--- src/design/sust_pkg.sv ---
`timescale 1ns / 1ps
// Package for the sorted unique set table: item structs, operation and
// status codes, sequencer states. No dependencies.
package sust_pkg;

    localparam int CAPACITY_DEF = 16;
    localparam int VALUE_W      = 32;

    typedef enum logic [1:0] {
        MODE_INSERT = 2'd0,
        MODE_REMOVE = 2'd1,
        MODE_DUMP   = 2'd2
    } mode_t;

    typedef enum logic [2:0] {
        STAT_INSERTED  = 3'd0,
        STAT_DUPLICATE = 3'd1,
        STAT_FULL      = 3'd2,
        STAT_REMOVED   = 3'd3,
        STAT_NOTFOUND  = 3'd4,
        STAT_EMPTY     = 3'd5,
        STAT_LISTED    = 3'd6
    } status_t;

    typedef enum logic [1:0] {
        S_IDLE,
        S_SCAN,
        S_TAIL,
        S_RESP
    } state_t;

    typedef struct packed {
        mode_t                     mode;
        logic signed [VALUE_W-1:0] value;
    } req_t;

    typedef struct packed {
        status_t                   status;
        logic signed [VALUE_W-1:0] value_out;
        logic                      last;
    } rsp_t;

endpackage

--- src/design/sorted_unique_set_table.sv ---
`timescale 1ns / 1ps
// Sorted unique set table: top level with the entry memory and its sequencer.
// Depends on sust_pkg.

// Holds up to CAPACITY distinct signed 32-bit values in ascending order in a
// synchronous single-read, single-write memory. Each insert, remove and dump
// on a non-empty table makes at most one ascending pass over the stored
// entries, one entry per clock while a dump is not stalled by a full result
// register, as the memory delivers one read per cycle. Insert shifts larger
// entries up on the fly and stops early on a duplicate or a full table;
// remove shifts later entries down and stops early at a larger entry if the
// value is absent. A remove or dump on an empty table goes straight to its
// result. A result waiting in a full result register holds up the next item.
// One item is worked on at a time; the result register lets the next item
// in while the last result waits to be taken. The memory needs no clearing
// after reset: only the first entry_count entries are ever read.
module sorted_unique_set_table
    import sust_pkg::*;
#(
    parameter int CAPACITY = CAPACITY_DEF
)
(
    input  logic clk,
    input  logic rst_n,
    input  logic req_valid,
    output logic req_ready,
    input  req_t req,
    output logic rsp_valid,
    input  logic rsp_ready,
    output rsp_t rsp
);

    localparam int IDX_W = (CAPACITY > 1) ? $clog2(CAPACITY) : 1;
    localparam int CNT_W = $clog2(CAPACITY + 1);

    // entry memory
    logic signed [VALUE_W-1:0] mem [CAPACITY];
    logic signed [VALUE_W-1:0] mem_q;
    logic                      rd_en;
    logic [IDX_W-1:0]          rd_addr;
    logic                      wr_en;
    logic [IDX_W-1:0]          wr_addr;
    logic signed [VALUE_W-1:0] wr_data;

    state_t                    state_reg, state_next;
    mode_t                     op_reg, op_next;
    logic signed [VALUE_W-1:0] val_reg, val_next;
    logic [IDX_W-1:0]          idx_reg, idx_next;
    logic [CNT_W-1:0]          cnt_reg, cnt_next;
    logic                      flag_reg, flag_next;   // placed (insert) / found (remove)
    logic signed [VALUE_W-1:0] carry_reg, carry_next;
    status_t                   res_status_reg, res_status_next;
    logic signed [VALUE_W-1:0] res_value_reg, res_value_next;
    logic                      out_valid_reg, out_valid_next;
    rsp_t                      out_reg, out_next;

    logic out_free;
    logic full;
    logic last_i;
    logic hit;
    logic above;
    logic found_now;

    always_ff @(posedge clk)
    begin
        if (wr_en)
        begin
            mem[wr_addr] <= wr_data;
        end
        if (rd_en)
        begin
            mem_q <= mem[rd_addr];
        end
    end

    always_ff @(posedge clk or negedge rst_n)
    begin
        if (!rst_n)
        begin
            state_reg     <= S_IDLE;
            cnt_reg       <= '0;
            out_valid_reg <= 1'b0;
        end
        else
        begin
            state_reg     <= state_next;
            cnt_reg       <= cnt_next;
            out_valid_reg <= out_valid_next;
        end
    end

    always_ff @(posedge clk)
    begin
        op_reg         <= op_next;
        val_reg        <= val_next;
        idx_reg        <= idx_next;
        flag_reg       <= flag_next;
        carry_reg      <= carry_next;
        res_status_reg <= res_status_next;
        res_value_reg  <= res_value_next;
        out_reg        <= out_next;
    end

    assign req_ready = (state_reg == S_IDLE);
    assign rsp_valid = out_valid_reg;
    assign rsp       = out_reg;

    assign out_free  = !out_valid_reg || rsp_ready;
    assign full      = (cnt_reg == CNT_W'(CAPACITY));
    assign last_i    = ((CNT_W'(idx_reg) + CNT_W'(1)) == cnt_reg);
    assign hit       = (mem_q == val_reg);
    assign above     = (mem_q > val_reg);
    assign found_now = flag_reg || hit;

    always_comb
    begin
        state_next      = state_reg;
        op_next         = op_reg;
        val_next        = val_reg;
        idx_next        = idx_reg;
        cnt_next        = cnt_reg;
        flag_next       = flag_reg;
        carry_next      = carry_reg;
        res_status_next = res_status_reg;
        res_value_next  = res_value_reg;
        out_valid_next  = out_valid_reg && !rsp_ready;
        out_next        = out_reg;
        rd_en           = 1'b0;
        rd_addr         = idx_reg + IDX_W'(1);
        wr_en           = 1'b0;
        wr_addr         = idx_reg;
        wr_data         = val_reg;

        unique case (state_reg)
            S_IDLE:
            begin
                if (req_valid)
                begin
                    op_next   = req.mode;
                    val_next  = req.value;
                    flag_next = 1'b0;
                    idx_next  = '0;
                    case (req.mode) inside
                        MODE_INSERT:
                        begin
                            if (cnt_reg == '0)
                            begin
                                state_next = S_TAIL;
                            end
                            else
                            begin
                                rd_en      = 1'b1;
                                rd_addr    = '0;
                                state_next = S_SCAN;
                            end
                        end
                        MODE_REMOVE, MODE_DUMP:
                        begin
                            if (cnt_reg == '0)
                            begin
                                res_status_next = STAT_EMPTY;
                                res_value_next  = '0;
                                state_next      = S_RESP;
                            end
                            else
                            begin
                                rd_en      = 1'b1;
                                rd_addr    = '0;
                                state_next = S_SCAN;
                            end
                        end
                        default:
                        begin
                            state_next = S_IDLE;
                        end
                    endcase
                end
            end

            S_SCAN:
            begin
                // mem_q holds entry idx_reg
                case (op_reg)
                    MODE_INSERT:
                    begin
                        if (!flag_reg && hit)
                        begin
                            res_status_next = STAT_DUPLICATE;
                            res_value_next  = '0;
                            state_next      = S_RESP;
                        end
                        else if (!flag_reg && above && full)
                        begin
                            res_status_next = STAT_FULL;
                            res_value_next  = '0;
                            state_next      = S_RESP;
                        end
                        else
                        begin
                            // once placed, each entry moves up one slot
                            if (flag_reg)
                            begin
                                wr_en      = 1'b1;
                                wr_data    = carry_reg;
                                carry_next = mem_q;
                            end
                            else if (above)
                            begin
                                wr_en      = 1'b1;
                                wr_data    = val_reg;
                                carry_next = mem_q;
                                flag_next  = 1'b1;
                            end
                            if (last_i)
                            begin
                                state_next = S_TAIL;
                            end
                            else
                            begin
                                rd_en    = 1'b1;
                                idx_next = idx_reg + IDX_W'(1);
                            end
                        end
                    end
                    MODE_REMOVE:
                    begin
                        if (!flag_reg && above)
                        begin
                            res_status_next = STAT_NOTFOUND;
                            res_value_next  = '0;
                            state_next      = S_RESP;
                        end
                        else
                        begin
                            // entries past the match move down one slot
                            if (flag_reg)
                            begin
                                wr_en   = 1'b1;
                                wr_addr = idx_reg - IDX_W'(1);
                                wr_data = mem_q;
                            end
                            flag_next = found_now;
                            if (last_i)
                            begin
                                if (found_now)
                                begin
                                    cnt_next        = cnt_reg - CNT_W'(1);
                                    res_status_next = STAT_REMOVED;
                                    res_value_next  = val_reg;
                                end
                                else
                                begin
                                    res_status_next = STAT_NOTFOUND;
                                    res_value_next  = '0;
                                end
                                state_next = S_RESP;
                            end
                            else
                            begin
                                rd_en    = 1'b1;
                                idx_next = idx_reg + IDX_W'(1);
                            end
                        end
                    end
                    MODE_DUMP:
                    begin
                        // stall with the read data held until the result slot frees
                        if (out_free)
                        begin
                            out_valid_next    = 1'b1;
                            out_next.status    = STAT_LISTED;
                            out_next.value_out = mem_q;
                            out_next.last      = last_i;
                            if (last_i)
                            begin
                                state_next = S_IDLE;
                            end
                            else
                            begin
                                rd_en    = 1'b1;
                                idx_next = idx_reg + IDX_W'(1);
                            end
                        end
                    end
                    default:
                    begin
                        state_next = S_IDLE;
                    end
                endcase
            end

            S_TAIL:
            begin
                if (!flag_reg && full)
                begin
                    res_status_next = STAT_FULL;
                    res_value_next  = '0;
                end
                else
                begin
                    wr_en           = 1'b1;
                    wr_addr         = cnt_reg[IDX_W-1:0];
                    wr_data         = flag_reg ? carry_reg : val_reg;
                    cnt_next        = cnt_reg + CNT_W'(1);
                    res_status_next = STAT_INSERTED;
                    res_value_next  = val_reg;
                end
                state_next = S_RESP;
            end

            S_RESP:
            begin
                if (out_free)
                begin
                    out_valid_next     = 1'b1;
                    out_next.status    = res_status_reg;
                    out_next.value_out = res_value_reg;
                    out_next.last      = 1'b1;
                    state_next         = S_IDLE;
                end
            end

            default:
            begin
                state_next = S_IDLE;
            end
        endcase
    end

    a_cnt_bound: assert property (@(posedge clk) disable iff (!rst_n)
        cnt_reg <= CNT_W'(CAPACITY))
        else $error("entry count above capacity");

    a_scan_idx: assert property (@(posedge clk) disable iff (!rst_n)
        state_reg == S_SCAN |-> CNT_W'(idx_reg) < cnt_reg)
        else $error("scan index past stored entries");

    a_wr_state: assert property (@(posedge clk) disable iff (!rst_n)
        wr_en |-> (state_reg == S_SCAN || state_reg == S_TAIL))
        else $error("memory write outside scan or tail");

    a_cnt_change: assert property (@(posedge clk) disable iff (!rst_n)
        !$stable(cnt_reg) |-> ($past(state_reg) == S_SCAN || $past(state_reg) == S_TAIL))
        else $error("entry count changed outside an update pass");

endmodule

--- config.mk ---
export PLATFORM = sky130hd
export DESIGN_NAME = sorted_unique_set_table
export DESIGN_NICKNAME = d
export VERILOG_FILES = /design/src/design/sust_pkg.sv /design/src/design/sorted_unique_set_table.sv
export SDC_FILE = /design/constraint.sdc
export NUM_CORES = 1
export LEC_CHECK = 0
export BUFFER_PORTS_ARGS = -buffer_cell sky130_fd_sc_hd__buf_2
export CAP_MARGIN = 20
export CELL_PAD_IN_SITES_DETAIL_PLACEMENT = 0
export CELL_PAD_IN_SITES_GLOBAL_PLACEMENT = 1
export CORE_MARGIN = 3
export CORE_UTILIZATION = 53
export CTS_CLUSTER_DIAMETER = 150
export CTS_CLUSTER_SIZE = 30
export DETAILED_ROUTE_END_ITERATION = 6
export GPL_TIMING_DRIVEN = 0
export PLACE_DENSITY_LB_ADDON = 0.3
export SETUP_SLACK_MARGIN = 0.3
export SLEW_MARGIN = 25
export SYNTH_ARGS = -nofsm -noshare
export SYNTH_HDL_FRONTEND = slang
export SYNTH_SLANG_ARGS = --single-unit
--- constraint.sdc ---
create_clock -name clk -period 9.1 [get_ports clk]
set_clock_uncertainty 0.1 [all_clocks]
set_input_delay 0.455 -clock clk [delete_from_list [all_inputs] [get_ports clk]]
set_output_delay 0.455 -clock clk [all_outputs]
set_load 0.03 [all_outputs]
# After elaboration in Yosys (flattened, before gate mapping)
# Memories as Yosys holds them, arrays and structs flattened. A register that Yosys moved wholly into a read port is not among the register bits.
# Index checks and enable logic that the tools add are counted.
[classes] n_addsub=5 order_cmp=1 n_eq_ne=32 mux=108 bitwise=2 reduce_logical=28
[ops] operator="32-bit two-way mux" count=18
[ops] operator="32-bit one-hot mux with 2 select lines" count=3
[ops] operator="36-bit two-way mux" count=3
[ops] operator="32-bit one-hot mux with 3 select lines" count=1
[ops] operator="36-bit one-hot mux with 2 select lines" count=1
[ops] operator="4-bit two-way mux" count=15
[ops] operator="32-bit equality test" count=1
[ops] operator="32-bit > comparator" count=1
[ops] operator="2-bit two-way mux" count=14
[ops] operator="3-bit two-way mux" count=9
[ops] operator="5-bit two-way mux" count=5
[ops] operator="1-bit two-way mux" count=24
[ops] operator="2-bit inequality test, second input constant" count=9
[ops] operator="6-bit AND reduction" count=3
[ops] operator="4-bit one-hot mux with 2 select lines" count=2
[ops] operator="3-bit inequality test, second input constant" count=5
[ops] operator="1-bit one-hot mux with 2 select lines" count=6
[ops] operator="4-bit one-hot mux with 3 select lines" count=1
[ops] operator="5-bit one-hot mux with 2 select lines" count=1
[ops] operator="3-bit one-hot mux with 3 select lines" count=1
[ops] operator="2-bit equality test, second input constant" count=4
[ops] operator="4-bit inequality test, second input constant" count=2
[ops] operator="2-bit one-hot mux with 4 select lines" count=1
[ops] operator="8-bit AND reduction" count=1
[ops] operator="28 further kinds" count=45
[word_totals] regBits=150 mem_bits_rw=512 in_bits=38 wordCells=190 n_memories=1
[memory_table] name="mem" words=16 width=32 read_ports=1 rd_ports_with_merged_regs=1 wr=1 line="sorted_unique_set_table.sv:37" text="logic signed [VALUE_W-1:0] mem [CAPACITY];"

# Depth between registers and ports, before layout
[depth] depth_word=9 depth_mapped=12 mapped_depth_nobuf=10

# Worst setup path after synthesis
# OpenSTA, ideal clock, no wires.
[synth_timing] path_kind="reg2reg" start="register idx_reg[0]" end="register res_status_reg[0] (enable)" arrival_time_ps=5945 required_time_ps=8485 slack_ps=2541 path_stages_with_launch=11 cell_sequence="edfxtp_1 clkbuf_1 inv_1 clkbuf_1 clkbuf_1 ha_1 xor2_1 or4_1 buf_6 o311a_4 nor4_1"
[synth_via] elab_chain_cells=4
[synth_rtl] element="start, declared" line="sorted_unique_set_table.sv:48" text="logic [IDX_W-1:0] idx_reg, idx_next;"
[synth_rtl] element="start signal, assigned" line="sorted_unique_set_table.sv:96" text="idx_reg <= idx_next;"
[synth_rtl] element="4-bit by 1-bit adder with 5-bit output" line="sorted_unique_set_table.sv:110" text="assign last_i = ((CNT_W'(idx_reg) + CNT_W'(1)) == cnt_reg);"
[synth_rtl] element="5-bit equality test" line="sorted_unique_set_table.sv:110"
[synth_rtl] element="4-bit inequality test (no line)"
[synth_rtl] element="8-bit AND reduction (no line)"
[synth_rtl] element="end signal, assigned" line="sorted_unique_set_table.sv:99" text="res_status_reg <= res_status_next;"
[synth_rtl] element="end, declared" line="sorted_unique_set_table.sv:52" text="status_t res_status_reg, res_status_next;"
# No other way between the ends.
# A chain may end at the register's enable or synchronous reset.

# Worst setup path in the final report
[layout_timing] start="register idx_reg[0]" end="register res_value_reg[27] (enable)"
[layout_via] elab_chain_cells=4
[layout_rtl] element="4-bit by 1-bit adder with 5-bit output" line="sorted_unique_set_table.sv:110"
[layout_rtl] element="5-bit equality test" line="sorted_unique_set_table.sv:110"
[layout_rtl] element="4-bit inequality test (no line)"
[layout_rtl] element="8-bit AND reduction (no line)"
[layout_rtl] element="end signal, assigned" line="sorted_unique_set_table.sv:100" text="res_value_reg <= res_value_next;"
[layout_rtl] element="end, declared" line="sorted_unique_set_table.sv:53" text="logic signed [VALUE_W-1:0] res_value_reg, res_value_next;"
# No other way between the ends.

==> reports/results.txt <==
Standby leakage power -> 10.8 nW
Residual overflow from global routing -> 0
Final wirelength -> 78400 um
First DRT Iteration DRCs -> 2207
Power Dens Cells -> 358 nW/um^2
Measured slew at the worst slew-check pin -> 1.00 ns
Final instance area -> 32900 um^2
Maximum cell stage delay along the critical path -> 0.68 ns
Cell at the root of the clock tree -> sky130_fd_sc_hd__clkbuf_16
Number of warnings issued by yosys -> 0
Kind of critical path -> reg2reg
First-pass GRT wire length -> 117000 um
Clock tree sinks -> 694
Residual DRC count -> 0
Reported max-cap violation count -> 0
Path category of the worst min-delay check -> in2reg
Post-synthesis sequential area ratio -> 70.2%
Initial core utilization -> 53.6%
Critical path cell sequence -> clkbuf_1 -> inv_1 -> clkbuf_1 -> clkbuf_1 -> ha_1 -> xor2_1 -> or4_1 -> buf_6 -> o311a_4 -> nor4_2 -> buf_2 -> buf_2 -> buf_2 -> buf_2 -> buf_2
Number of synthesized register bits -> 694
Post-synth ARST share -> 1.15%
Uppermost metal layer occupied by signal nets -> met4
Pin count of the biggest net entering global routing -> 33
Crit path required time -> 9.34 ns
Initial antenna violation count -> 2
Count of cells along the worst hold path -> 3
Synthesized area divided by synthesized cell count -> 14.2 um^2
TritonCTS clock tree -> done
Standard-cell row count -> 86
Largest area contributor in the synthesized netlist -> sky130_fd_sc_hd__edfxtp_1
Count of H-tree levels built during CTS -> 1
Predominant post-synthesis flop cell -> sky130_fd_sc_hd__edfxtp_1
Run status -> completed
Number of diodes -> 0
Worst setup EP type -> flop
Clock latency on the worst-skew pair -> 0.63 ns
Area added between synthesis and finish -> 11.0%
I/O pins -> 76
Endpoint of the worst-slack reg-to-reg timing path -> res_value_reg[27]$_DFFE_PP_
Final ANT Viol Nets -> 0
Total global routing track utilization -> 26.5%
Avg WL per Cell -> 25.6 um
Clock-pin transition on the worst setup and hold timing paths -> 0.12 ns
TritonCTS buffer count -> 27
Wl on met1 -> 30900 um
Number of flops mapped to enable cells by yosys -> 686
Floorplan die height -> 242 um
RSZ-0062 raised after global routing -> false
Crit Reg-Reg Startpoint -> idx_reg[0]$_SDFFCE_PN0P_
Vias per Instance -> 6.17
Synth top area cells -> sky130_fd_sc_hd__edfxtp_1 70%, sky130_fd_sc_hd__o21ai_0 3.0%, sky130_fd_sc_hd__or3_1 2.7%
Worst-case headroom to the max-slew limit -> 32.5%
Highest net fanout along the worst path -> 10
Final Slew Violations -> 0
Cell Area, Placed -> 31800 um^2
Cell variety after synth -> 66
Routed length on met3 -> 6860 um
Cells after DPL -> 2988
Fraction of synthesized cell area taken by the top area cell type -> 69.6%
Endpoints failing setup -> 0
Max FFs per register -> 512
Horizontal die dimension -> 242 um
Final Critical Period -> 5.85 ns
Crit path max-delay cell type -> sky130_fd_sc_hd__clkbuf_1
Number of buffers on the longest clock path -> 3
Total number of vias -> 18900
CP arrival -> 6.09 ns
Layout cell share with drive strength beyond 1 -> 13.8%
Most frequent standard cell in the layout excluding fill and tap cells -> sky130_fd_sc_hd__edfxtp_1
Count of fill cells added during filler insertion -> 4222
Post-route fraction of the period consumed by the critical path -> 64.3%
Std-Cell Core Area -> 55200 um^2
Final layout net count -> 2385
Number of gates given a new drive strength after cts -> 0
Total of buffers placed on input and output ports -> 75
Register-to-Register Path Depth -> 15
Hold Fails Final Rpt -> 0
Post-synthesis instance area -> 29600 um^2
PnR Total Power -> 11.8 mW
Kind of start point of the critical path -> flop
Hold-critical path endpoint -> rsp_valid$_DFF_PN0_
Synthesized instance count -> 2086
Total negative slack -> 0 ns
Most frequent cell on the critical path -> sky130_fd_sc_hd__buf_2
Commonest cells after routing, fill and taps aside -> 686 x sky130_fd_sc_hd__edfxtp_1, 196 x sky130_fd_sc_hd__nand2_1, 177 x sky130_fd_sc_hd__o21ai_0
Vias in the first global route -> 18700
Highest Clock Rate -> 171 MHz
First-pass iteration count of the detailed router -> 6
Synthesized net count -> 2167
Non-Filler Instances -> 3062
Hold path start -> rsp_ready
Placer congestion estimate -> 0.904
Max rail drop VDD -> 0.196 mV
Biggest register -> mem
Routed length on met2 -> 37800 um
Register-to-register setup slack -> 3.25 ns
Full die area -> 58700 um^2
HPWL after detailed placement -> 57600 um
-- critical path: cells and delay by family (launching register included) --
family	cells	cell delay, ns
simple gates	2	1.11
buf+inv	10	3.15
compound gates	1	0.15
flops	1	0.43
xor+xnor	1	0.18
fa+ha+maj	1	0.41
-- synth_stat cells, types with 10 or more instances --
| library cell | count |
|---|---|
| sky130_fd_sc_hd__a22o_1 | 21 |
| sky130_fd_sc_hd__a211oi_1 | 66 |
| sky130_fd_sc_hd__buf_1 | 17 |
| sky130_fd_sc_hd__o21ai_0 | 178 |
| sky130_fd_sc_hd__o211ai_1 | 66 |
| sky130_fd_sc_hd__a21oi_1 | 45 |
| sky130_fd_sc_hd__or3_1 | 129 |
| sky130_fd_sc_hd__o22ai_1 | 18 |
| sky130_fd_sc_hd__mux2_2 | 31 |
| sky130_fd_sc_hd__mux2i_1 | 19 |
| sky130_fd_sc_hd__and2_1 | 48 |
| sky130_fd_sc_hd__and2_0 | 54 |
| sky130_fd_sc_hd__xnor2_1 | 10 |
| sky130_fd_sc_hd__buf_2 | 27 |
| sky130_fd_sc_hd__a31oi_1 | 70 |
| sky130_fd_sc_hd__nor2_1 | 53 |
| sky130_fd_sc_hd__edfxtp_1 | 686 |
| sky130_fd_sc_hd__clkbuf_1 | 97 |
| sky130_fd_sc_hd__mux4_2 | 32 |
| sky130_fd_sc_hd__ha_1 | 42 |
| sky130_fd_sc_hd__nand2_1 | 196 |
| sky130_fd_sc_hd__inv_1 | 45 |
| sky130_fd_sc_hd__nor3_1 | 20 |
| sky130_fd_sc_hd__nand2b_1 | 11 |
-- logic make-up after synthesis --
group	synth area share, %
xor gates and xnor gates	0.385
buffers and inverters	2.56
AOI/OAI and AO/OA	10.8
DFF	70.2
and+or+nand+nor	9.82
adders and majority gates	1.84
muxes	4.31
-- routing by layer --
metal  up-vias  GRT usage, %
met5         -             0
met4         0          8.88
met1      9431          36.3
met3       146          3.55
li1       8432             -
met2       885          44.3
-- cell type report --
cell class | instances | area, um^2 | area share [%]
well taps | 748 | 936 | 2.85
clock inverters | 2 | 38.8 | 0.118
clock buffers | 37 | 713 | 2.17
plain buffers | 143 | 586 | 1.78
repair buffers | 189 | 1380 | 4.21
flip-flops and latches | 694 | 20800 | 63.3
inverters | 46 | 173 | 0.525
multi-input cells | 1203 | 8230 | 25.1
-- per-stage QoR --
step / worst slack (ns) / hold slack (ns) / utilization, %
floorplan: 2.54 / 0.0594 / -
global placement: 0.179 / 0.209 / 56.0
detailed placement: 3.29 / 0.214 / 57.5
CTS: 3.27 / 0.0112 / 59.5
global route: 3.08 / 0.0341 / 59.5
finish: 3.25 / 0.0407 / 59.5
-- report_power, final --
group,leakage (nW),switching [mW],total [mW],internal [mW]
combinational,4.06,3.72,5.46,1.74
sequential,6.38,0.243,4.81,4.57
clock,0.360,0.928,1.49,0.561
total,10.8,4.89,11.8,6.87
-- worst max-delay path by stage --
stage,from,endpoint,slack (ns),cells after the start
2_1_floorplan,idx_reg[0]$_SDFFCE_PN0P_,res_status_reg[0]$_DFFE_PP_,2.54,10
3_3_place_gp,idx_reg[0]$_SDFFCE_PN0P_,res_value_reg[21]$_DFFE_PP_,0.18,10
3_5_place_dp,idx_reg[0]$_SDFFCE_PN0P_,res_value_reg[21]$_DFFE_PP_,3.29,15
4_1_cts,idx_reg[0]$_SDFFCE_PN0P_,res_value_reg[25]$_DFFE_PP_,3.27,15
5_1_grt,idx_reg[0]$_SDFFCE_PN0P_,res_value_reg[23]$_DFFE_PP_,3.08,15
6_report,idx_reg[0]$_SDFFCE_PN0P_,res_value_reg[27]$_DFFE_PP_,3.25,15
-- what timing repair did --
item / 4_1_cts / 5_1_grt
endpoints found under the hold margin: 42 / 0
endpoints found under the setup margin: 0 / 0
hold buffers: 35 / 0
buffers inserted: 0 / 0
(Power assumes the default switching activity.)
